--- config.mk ---
export PLATFORM = sky130hd
export DESIGN_NAME = rbdda_ctrl
export DESIGN_NICKNAME = d
export VERILOG_FILES = /design/src/design/rbdda_pkg.sv /design/src/design/rbdda_ctrl.sv
export VERILOG_INCLUDE_DIRS = /design/src /design/src/design
export SDC_FILE = /design/constraint.sdc
export NUM_CORES = 1
export LEC_CHECK = 0
export ABC_AREA = 1
export BUFFER_PORTS_ARGS = -buffer_cell sky130_fd_sc_hd__buf_2
export CAP_MARGIN = 40
export CORE_MARGIN = 3
export CORE_UTILIZATION = 51
export DETAILED_ROUTE_END_ITERATION = 7
export PLACE_DENSITY = 0.77
export SKIP_CTS_REPAIR_TIMING = 1
export SLEW_MARGIN = 30
export SYNTH_ARGS = -nofsm -noshare
export SYNTH_HDL_FRONTEND = slang
export SYNTH_SLANG_ARGS = --single-unit
--- constraint.sdc ---
create_clock -name i_clk -period 1.8 [get_ports i_clk]
set_clock_uncertainty 0.1 [all_clocks]
set_input_delay 0.27 -clock i_clk [delete_from_list [all_inputs] [get_ports i_clk]]
set_output_delay 0.27 -clock i_clk [all_outputs]
set_load 0.005 [all_outputs]
--- src/design/ray_brick_dda_first_hit_assert.svh ---
// Assertion macros of the ray brick traversal sequencer.
`ifndef RAY_BRICK_DDA_FIRST_HIT_ASSERT_SVH
`define RAY_BRICK_DDA_FIRST_HIT_ASSERT_SVH

// The consequent must hold in the clock after the antecedent.
`define RBDDA_ASSERT_NEXT(lbl, clk, rst_n, ante, cons) \
    lbl: assert property (@(posedge clk) disable iff (!rst_n) (ante) |=> (cons)) \
        else $error("rbdda: next-cycle check failed");

// The consequent must hold in the same cycle as the antecedent.
`define RBDDA_ASSERT_SAME(lbl, clk, rst_n, ante, cons) \
    lbl: assert property (@(posedge clk) disable iff (!rst_n) (ante) |-> (cons)) \
        else $error("rbdda: same-cycle check failed");

`endif

--- src/design/rbdda_pkg.sv ---
// Package with types, constants and helpers of the ray brick traversal block.
package rbdda_pkg;

    localparam int BRICK_SIDE_DEF = 4;
    localparam int AXES           = 3;
    localparam int CRD_W          = 4;
    localparam int DIV_STEPS      = 33;
    localparam int CNT_W          = 6;
    localparam int SAT_W          = 67;

    localparam logic [30:0] CFG_RESET_VAL     = 31'd65536;
    localparam logic        CFG_CELL_SIZE     = 1'b0;
    localparam logic        CFG_INV_CELL_SIZE = 1'b1;

    localparam logic [32:0] RECIP_NUM = 33'h1_0000_0000;

    typedef logic signed [31:0]      t_q;
    typedef logic signed [CRD_W-1:0] t_crd;

    localparam t_q Q_MAX = 32'sh7FFF_FFFF;
    localparam t_q Q_MIN = 32'sh8000_0000;

    // Multiplier operations.
    typedef enum logic [2:0] {
        MOP_T0,
        MOP_T1,
        MOP_DT,
        MOP_CRD,
        MOP_TDEL
    } t_mop;

    typedef enum logic [3:0] {
        ST_IDLE,
        ST_DIV,
        ST_RCP,
        ST_MUL1,
        ST_SLAB_WB,
        ST_TIN,
        ST_SLAB_TEST,
        ST_MUL2,
        ST_ENT_WB,
        ST_OFS,
        ST_TCUR,
        ST_WALK
    } t_state;

    typedef struct packed {
        logic       load;
        logic       div_step;
        logic       rcp_load;
        logic       mop_valid;
        t_mop       mop;
        logic [1:0] axis;
        logic       tin_load;
        logic       ofs_load;
        logic       tcur_load;
        logic       walk_step;
        logic       res_load;
        logic       res_hit;
    } t_cmd;

    typedef struct packed {
        logic slab_ok;
        logic walk_out;
        logic walk_hit;
    } t_sts;

    // Saturate a wide signed value to the signed 32-bit range.
    function automatic t_q sat32(input logic signed [SAT_W-1:0] v);
        t_q res;
        if (v > SAT_W'(Q_MAX)) begin
            res = Q_MAX;
        end else if (v < SAT_W'(Q_MIN)) begin
            res = Q_MIN;
        end else begin
            res = t_q'(v);
        end
        return res;
    endfunction

endpackage

--- src/design/rbdda_ctrl.sv ---
// Sequencer that steps the traversal datapath through one ray.
`include "ray_brick_dda_first_hit_assert.svh"

module rbdda_ctrl (
    input  logic           i_clk,
    input  logic           i_rst_n,
    input  logic           start,
    output logic           busy,
    input  rbdda_pkg::t_sts i_sts,
    output rbdda_pkg::t_cmd o_cmd
);
    import rbdda_pkg::*;

    t_state           r_state, n_state;
    logic [CNT_W-1:0] r_cnt, n_cnt;
    logic [1:0]       w_axis;

    // Axis of the current multiplier operation follows the counter modulo three.
    always_comb begin
        if (r_cnt < CNT_W'(3)) begin
            w_axis = 2'(r_cnt);
        end else if (r_cnt < CNT_W'(6)) begin
            w_axis = 2'(r_cnt - CNT_W'(3));
        end else begin
            w_axis = 2'(r_cnt - CNT_W'(6));
        end
    end

    // State and counter registers.
    always_ff @(posedge i_clk) begin
        if (!i_rst_n) begin
            r_state <= ST_IDLE;
            r_cnt   <= '0;
        end else begin
            r_state <= n_state;
            r_cnt   <= n_cnt;
        end
    end

    // Next state and commands.
    always_comb begin
        n_state = r_state;
        n_cnt   = r_cnt;
        o_cmd   = '0;
        o_cmd.mop  = MOP_T0;
        o_cmd.axis = w_axis;
        case (r_state)
            ST_IDLE: begin
                if (start) begin
                    o_cmd.load = 1'b1;
                    n_cnt      = '0;
                    n_state    = ST_DIV;
                end
            end
            ST_DIV: begin
                o_cmd.div_step = 1'b1;
                n_cnt          = r_cnt + CNT_W'(1);
                if (r_cnt == CNT_W'(DIV_STEPS - 1)) begin
                    n_state = ST_RCP;
                end
            end
            ST_RCP: begin
                o_cmd.rcp_load = 1'b1;
                n_cnt          = '0;
                n_state        = ST_MUL1;
            end
            ST_MUL1: begin
                o_cmd.mop_valid = 1'b1;
                o_cmd.mop       = (r_cnt < CNT_W'(3)) ? MOP_T0 : MOP_T1;
                n_cnt           = r_cnt + CNT_W'(1);
                if (r_cnt == CNT_W'(5)) begin
                    n_state = ST_SLAB_WB;
                end
            end
            ST_SLAB_WB: begin
                n_state = ST_TIN;
            end
            ST_TIN: begin
                o_cmd.tin_load = 1'b1;
                n_state        = ST_SLAB_TEST;
            end
            ST_SLAB_TEST: begin
                n_cnt = '0;
                if (!i_sts.slab_ok) begin
                    o_cmd.res_load = 1'b1;
                    n_state        = ST_IDLE;
                end else begin
                    n_state = ST_MUL2;
                end
            end
            ST_MUL2: begin
                o_cmd.mop_valid = 1'b1;
                if (r_cnt < CNT_W'(3)) begin
                    o_cmd.mop = MOP_DT;
                end else if (r_cnt < CNT_W'(6)) begin
                    o_cmd.mop = MOP_CRD;
                end else begin
                    o_cmd.mop = MOP_TDEL;
                end
                n_cnt = r_cnt + CNT_W'(1);
                if (r_cnt == CNT_W'(8)) begin
                    n_state = ST_ENT_WB;
                end
            end
            ST_ENT_WB: begin
                n_state = ST_OFS;
            end
            ST_OFS: begin
                o_cmd.ofs_load = 1'b1;
                n_state        = ST_TCUR;
            end
            ST_TCUR: begin
                o_cmd.tcur_load = 1'b1;
                n_state         = ST_WALK;
            end
            ST_WALK: begin
                if (i_sts.walk_out) begin
                    o_cmd.res_load = 1'b1;
                    n_state        = ST_IDLE;
                end else if (i_sts.walk_hit) begin
                    o_cmd.res_load = 1'b1;
                    o_cmd.res_hit  = 1'b1;
                    n_state        = ST_IDLE;
                end else begin
                    o_cmd.walk_step = 1'b1;
                end
            end
            default: begin
                n_state = ST_IDLE;
            end
        endcase
    end

    assign busy = (r_state != ST_IDLE);

    // A transfer in always starts the reciprocal divide.
    `RBDDA_ASSERT_NEXT(a_start_div, i_clk, i_rst_n, start && !busy, r_state == ST_DIV)
    // Every result returns the sequencer to idle.
    `RBDDA_ASSERT_NEXT(a_res_idle, i_clk, i_rst_n, o_cmd.res_load, r_state == ST_IDLE)
    // Leaving the brick during the walk always reports a miss.
    `RBDDA_ASSERT_SAME(a_out_miss, i_clk, i_rst_n,
        (r_state == ST_WALK) && i_sts.walk_out, o_cmd.res_load && !o_cmd.res_hit)

endmodule

# After elaboration in Yosys (flattened, before gate mapping)
# Index checks and enable logic that the tools add are counted.
dict set report word_totals {
  rom_bits 0
  register_bits 10
  latchBits 0
  output_inout_bits 16
  input_bits 6
  n_memories 0
  wordCells 65
  ram_bits 0
}
dict set report op_classes {
  n_lt_le_gt_ge 2
  multipliers 0
  eq_ne 19
  shifts 0
  bitwise 0
  n_addsub 3
  n_mux 32
  div 0
  n_reduce_logical 7
}
# operator count
set ops {}
lappend ops {{$pmux 4 s12} 1}
lappend ops {{$mux 4} 6}
lappend ops {{$pmux 6 s3} 1}
lappend ops {{$eq 4x3->1 const B} 4}
lappend ops {{$eq 4x4->1 const B} 4}
lappend ops {{$mux 1} 15}
lappend ops {{$mux 3} 3}
lappend ops {{$eq 4x2->1 const B} 2}
lappend ops {{$ne 2x2->1 const B} 4}
lappend ops {{$pmux 4 s2} 1}
lappend ops {{$add 6x1->6 const B} 1}
lappend ops {{$eq 6x3->1 const B} 1}
lappend ops {{$eq 6x4->1 const B} 1}
lappend ops {{$eq 6x6->1 const B} 1}
lappend ops {{$lt 6x2->1 const B} 1}
lappend ops {{$lt 6x3->1 const B} 1}
lappend ops {{$mux 2} 3}
lappend ops {{$mux 6} 1}
lappend ops {{$reduce_and 5->1} 1}
lappend ops {{$eq 4x1->1 const B} 1}
lappend ops {{$logic_not 4->1} 1}
lappend ops {{$reduce_bool 4->1} 1}
lappend ops {{$sub 2x2->2 const B} 2}
lappend ops {{$ne 3x3->1 const B} 1}
lappend ops {{other kinds (5)} 5}

# Logic depth before layout (Yosys ltp)
# Gate-level depths: netlist (run 1).
dict set report depth {
  depth_word 4
  depth_mapped 12
  mapped_depth_nobuf 12
}

# Worst setup path after synthesis (run 1)
# No wires, ideal clock.
dict set report synth_timing {
  path_type {register to output}
  from {reg r_cnt[0]}
  to {out o_cmd[6] (netlist bit)}
  setup_slack_ns 0.379
  path_stages_with_launch 5
  n_path_buf 0
  arrival_time_ns 1.051
  required_ns 1.430
  cell_sequence {dfxtp_1 ha_1 nor2_1 nor2_1 xor2_1}
}
# item line
set synth_lines {}
lappend synth_lines {{start: declaration} rbdda_ctrl.sv:15} ;# logic [CNT_W-1:0] r_cnt, n_cnt;
lappend synth_lines {{start signal: assignment} rbdda_ctrl.sv:36} ;# r_cnt <= n_cnt;
lappend synth_lines {{end: declaration} rbdda_ctrl.sv:10} ;# output rbdda_pkg::t_cmd o_cmd

==> out/qor.yml, run 1 <==
setup_path:
  r2r-start: "r_cnt[0]"
  crit_type: "reg -> out"
  critical_path.max_stage_delay_ps: 390
  r2r_end: "r_state[0]"
  cp.required_ps: 1430
  critPathMaxFanout: 7
  worst_path_max_delay_cell: "dfxtp_1"
  end_kind: "output port"
  crit_family: "simple AND/OR/NAND/NOR gates"
  r2r_slack_ps: 280
  crit_top_cell: "nand2_2"
  crit_chain: "inv_2 > nand2_2 > nor2_1 > nand2_2 > inv_1 > buf_2"
  crit_arrival_ps: 1390
  ff2ff_path_depth: 9
  cp_num_buf_inv: 3
  cp-start-kind: "flop"
die:
  dieArea_um2: 2230
  core_region_area_um2: 1560
  initial_core_util: 0.556
  rows: 14
  pin_count: 22
  die_width_um: 47.2
  die_h_um: 47.2
yosys:
  async_reset_ff_frac: 0
  syn_avg_cell_area_um2: 5.86
  synth-edff-count: 0
  syn_area_um2: 867
  ys.flop_type: "dfxtp_1"
  synth_area_leaders: "dfxtp_1 23%, nand2_1 14%, nor2_1 9.5%"
  yosysTopAreaCellShare: 0.231
  ys_seq_elements: 10
  synth_seq_area_share: 0.231
  yosysWarningCount: 0
  synth_fp_nets: 157
  ys_types: 24
  yosys.area.top_type: "dfxtp_1"
  synth_cells: 148
drt:
  route.detailed.drc: 0
  drtIter0Drc: 41
  first_pass_iters: 4
  num_vias: 1047
  routedWlPerCell_um: 11.8
  vias_per_cell: 5.54
  antenna_left: 0
  drt_wl_total_um: 2230
finish:
  diodes: 0
  multi_input_area_um2: 607
  final_cell_mix: "31 x nand2_1, 21 x inv_1, 21 x buf_2, 17 x nor2_1, 14 x nand3_1"
  final_area_um2: 1090
  drive_gt1_frac: 0.335
  fillers: 132
  final_common_cell: "nand2_1"
  regArea_um2: 210
  syn2layout_area_growth_pct: 25.8
  utilization: 0.700
  nets: 183
place:
  hpwl_um: 1720
  gp_congestion: 0.892
  place_area_um2: 997
  io_buffer_count: 21
grt:
  overflow: 0
  grt_start_max_net_pins: 9
  grt_pass1_vias: 841
  grt_pass1_wl_um: 3580
  antenna_found_initial: 0
  track_usage: 0.220
worst_hold_path:
  worstHoldStart: "i_rst_n"
  hp-class: "in -> reg"
  hold_path_depth: 3
  holdPathEnd: "r_state[1]"
power_and_ir_drop:
  ir_worst_vdd_uv: 1040
  power.leakage_nw: 0.591
  pwr_density_cell_nw_per_um2: 1120
sta:
  worst_pin_slew_ps: 295
  maxSlewViolCount: 0
  timing.final.crit_share: 0.978
  final.min_clock_period_ps: 1760
  rsz0062_at_grt: "yes"
  setup_viol: 0
  max_slew_margin: 0.803
  hold_viol_final: 0
  fmaxAchievable_ghz: 0.568
clock_tree:
  clk_latency_ps: 270
  cts_root_buf: "clkbuf_4"
  cts_max_level: 1
  cts.sinks: 10
  cts_max_path_buffers: 2
  cts_made_buffers: 3
  cts.clk_slew.worst_paths_ps: 70
  cts_tree: "built"
status:
  status: "finished clean"
run:
  cap_violations: 0
per-layer routing:
layer | global-route usage | share of wire | vias up
met5 | 0 | 0 | -
met4 | 0.0994 | 0.0036 | 0
met3 | 0.0345 | 0.091 | 2
met2 | 0.299 | 0.45 | 61
met1 | 0.330 | 0.45 | 456
li1 | - | - | 528
layout make-up:
| class | count | area share |
|---|---|---|
| repair buffers | 23 | 0.110 |
| inverters | 26 | 0.0894 |
| flip-flops and latches | 10 | 0.193 |
| clock buffers | 4 | 0.0333 |
| multi-input cells | 110 | 0.556 |
| well taps | 16 | 0.0183 |
kinds of logic after synthesis:
family | Yosys count | share of synthesized area
adder cells (fa/ha/maj) | 3 | 0.0433
XOR/XNOR | 2 | 0.0202
buffers and inverters | 28 | 0.124
flip-flops | 10 | 0.231
AO/OA/AOI/OAI | 15 | 0.101
AND/OR/NAND/NOR | 90 | 0.481
Yosys cell counts, types with 2 or more instances:
library cell / n
ha_1: 3
nand2_2: 3
nand4_1: 8
nor2_2: 3
inv_2: 5
nand3_1: 15
o21ai_0: 3
buf_2: 2
nand2_1: 33
nor2_1: 22
inv_1: 21
xor2_1: 2
a21oi_1: 8
dfxtp_1: 10
worst register-to-register path, cell delays in order, from the launching register on:
cell	delay, ps
dfxtp_4	370
inv_1	100
ha_1	180
nand3_1	80
nor2_1	120
nor2_2	50
nor2_2	160
nand2_2	90
o21bai_1	120
inv_1	50
stage by stage:
| step | power (mW) | setup TNS, ps | hold slack [ps] | setup WS [ps] | instances |
|---|---|---|---|---|---|
| floorplan | 0.782 | 0 | 290 | 379 | 148 |
| global placement | 0.954 | 0 | 427 | 217 | 185 |
| detailed placement | 0.965 | 0 | 427 | 175 | 185 |
| CTS | 1.17 | -324 | 145 | -127 | 189 |
| global route | 1.33 | -86.0 | 164 | -44.7 | 189 |
| finish | 1.22 | 0 | 141 | 39.6 | 189 |
state kept, by name (all words and copies together) (netlist names):
register and flops:
r_cnt 6, r_state 4
power by group:
part | leakage (nW) | total, mW | switching, mW | internal (mW)
clock | 0.0210 | 0.204 | 0.0809 | 0.123
combinational | 0.486 | 0.667 | 0.434 | 0.233
sequential | 0.0842 | 0.347 | 0.0724 | 0.275
total | 0.591 | 1.22 | 0.587 | 0.631
how the worst max path moves through the flow:
stage	to	start	slack (ps)	depth (start not counted)
floorplan	o_cmd[6]	r_cnt[0]	380	4
global placement	o_cmd[6]	r_cnt[0]	220	5
detailed placement	o_cmd[6]	r_cnt[0]	170	5
CTS	o_cmd[6]	r_cnt[0]	-130	5
global route	o_cmd[14]	r_state[0]	-40	6
finish	o_cmd[14]	r_state[2]	40	6
Note: power is estimated with default switching activity, not from simulation.
==> inputs of run 2 (changes only) <==
- ABC_CLOCK_PERIOD_IN_PS: not set -> 1800
- RECOVER_POWER: not set -> 25
==> out/qor.yml, run 2 (synthesized netlist as in run 1, its figures left out) <==
die:
  die_h_um: 47.2
  die_width_um: 47.2
  core_region_area_um2: 1560
  rows: 14
  pin_count: 22
  initial_core_util: 0.556
  dieArea_um2: 2230
setup_path:
  crit_top_cell: "nand2_2"
  end_kind: "output port"
  path_depth: 6
  cp.required_ps: 1430
  crit_type: "reg -> out"
  cp_num_buf_inv: 3
  critical_path.max_stage_delay_ps: 390
  cp-start-kind: "flop"
  crit_arrival_ps: 1390
  crit_family: "simple AND/OR/NAND/NOR gates"
  worst_path_max_delay_cell: "dfxtp_1"
  critPathMaxFanout: 7
  crit_chain: "inv_2 > nand2_2 > nor2_1 > nand2_2 > inv_1 > buf_2"
  ff2ff_path_depth: 7
place:
  dp_cells: 185
  gp_congestion: 0.892
  pre_cts_slack_ps: 175
  io_buffer_count: 21
  hpwl_um: 1720
sta:
  timing.final.crit_share: 0.980
  rsz0062_at_grt: "yes"
  hold_slack_ps: 140
  layout_setup_ws_ps: 36.8
  fmaxAchievable_ghz: 0.567
  worst_pin_slew_ps: 415
  max_slew_margin: 0.721
  setup_viol: 0
  final.min_clock_period_ps: 1760
  totalNegativeSetupSlack_ps: 0
  maxSlewViolCount: 0
  hold_viol_final: 0
power_and_ir_drop:
  power.leakage_nw: 0.589
  ir_worst_vdd_uv: 1040
  pwr_density_cell_nw_per_um2: 1110
  design_power_total_mw: 1.21
finish:
  syn2layout_area_growth_pct: 25.4
  drive_gt1_frac: 0.324
  final_cell_mix: "31 x nand2_1, 22 x inv_1, 21 x buf_2, 17 x nor2_1, 14 x nand3_1"
  reg_top3: "r_cnt: 6 flops, r_state: 4 flops"
  fillers: 133
  nets: 183
  multi_input_area_um2: 603
  diodes: 0
  largest_register_ffs: 6
  final_common_cell: "nand2_1"
  top_register: "r_cnt"
  layout.cells.non_filler: 189
  regArea_um2: 210
clock_tree:
  clk_latency_ps: 260
  cts.sinks: 10
  cts.clk_slew.worst_paths_ps: 70
  cts_max_path_buffers: 2
  cts_made_buffers: 3
  cts_max_level: 1
  cts_root_buf: "clkbuf_4"
  cts_tree: "built"
drt:
  vias_per_cell: 5.57
  drtIter0Drc: 41
  route.detailed.drc: 0
  drt_wl_total_um: 2260
  routedWlPerCell_um: 11.9
  top_layer: "met4"
  num_vias: 1053
  dr_wl_met3_um: 249
  antenna_left: 0
  first_pass_iters: 5
  wl_met1_um: 942
  met2_length_um: 1020
grt:
  grt_start_max_net_pins: 9
  grt_pass1_wl_um: 3580
  antenna_found_initial: 0
  grt_pass1_vias: 841
  overflow: 0
  track_usage: 0.220
status:
  status: "finished clean"
run:
  cap_violations: 0
worst_hold_path:
  hold_path_depth: 3
  hp-class: "in -> reg"
## run 2: area by class of cell
cell class | count | area share
clock buffers | 4 | 0.0334
inverters | 26 | 0.0898
multi-input cells | 110 | 0.555
flip-flops and latches | 10 | 0.193
well taps | 16 | 0.0184
repair buffers | 23 | 0.110
## run 2: report_power, final
part	switching, mW	internal (mW)	leakage [nW]
clock network	0.0807	0.123	0.0210
logic	0.427	0.229	0.484
registers	0.0730	0.275	0.0842
total	0.581	0.627	0.589
## run 2: worst register-to-register path, cell delays in order, from the launching register on
cell     delay [ps]
dfxtp_2         340
inv_1           110
nand2_1         140
nor2_4          140
inv_1           120
o21ai_1         270
nand3_1         130
a21oi_1         150
## run 2: worst paths after layout
check	slack, ps	from	to
setup / recovery	40	r_state[2]	o_cmd[14]
setup reg to reg	240	r_state[1]	r_cnt[3]
hold reg to reg	440	r_cnt[4]	r_cnt[4]
hold / removal	140	i_rst_n	r_state[1]
## run 2: layer usage
metal / vias up / global-route usage
li1: 526 / -
met1: 454 / 0.330
met2: 66 / 0.299
met3: 7 / 0.0345
met4: 0 / 0.0994
met5: - / 0
## run 2: stage by stage
step | utilization | cell area (um2)
CTS | 0.663 | 1030
floorplan | - | 867
finish | 0.697 | 1090
detailed placement | 0.640 | 997
global route | 0.697 | 1090
global placement | 0.640 | 997
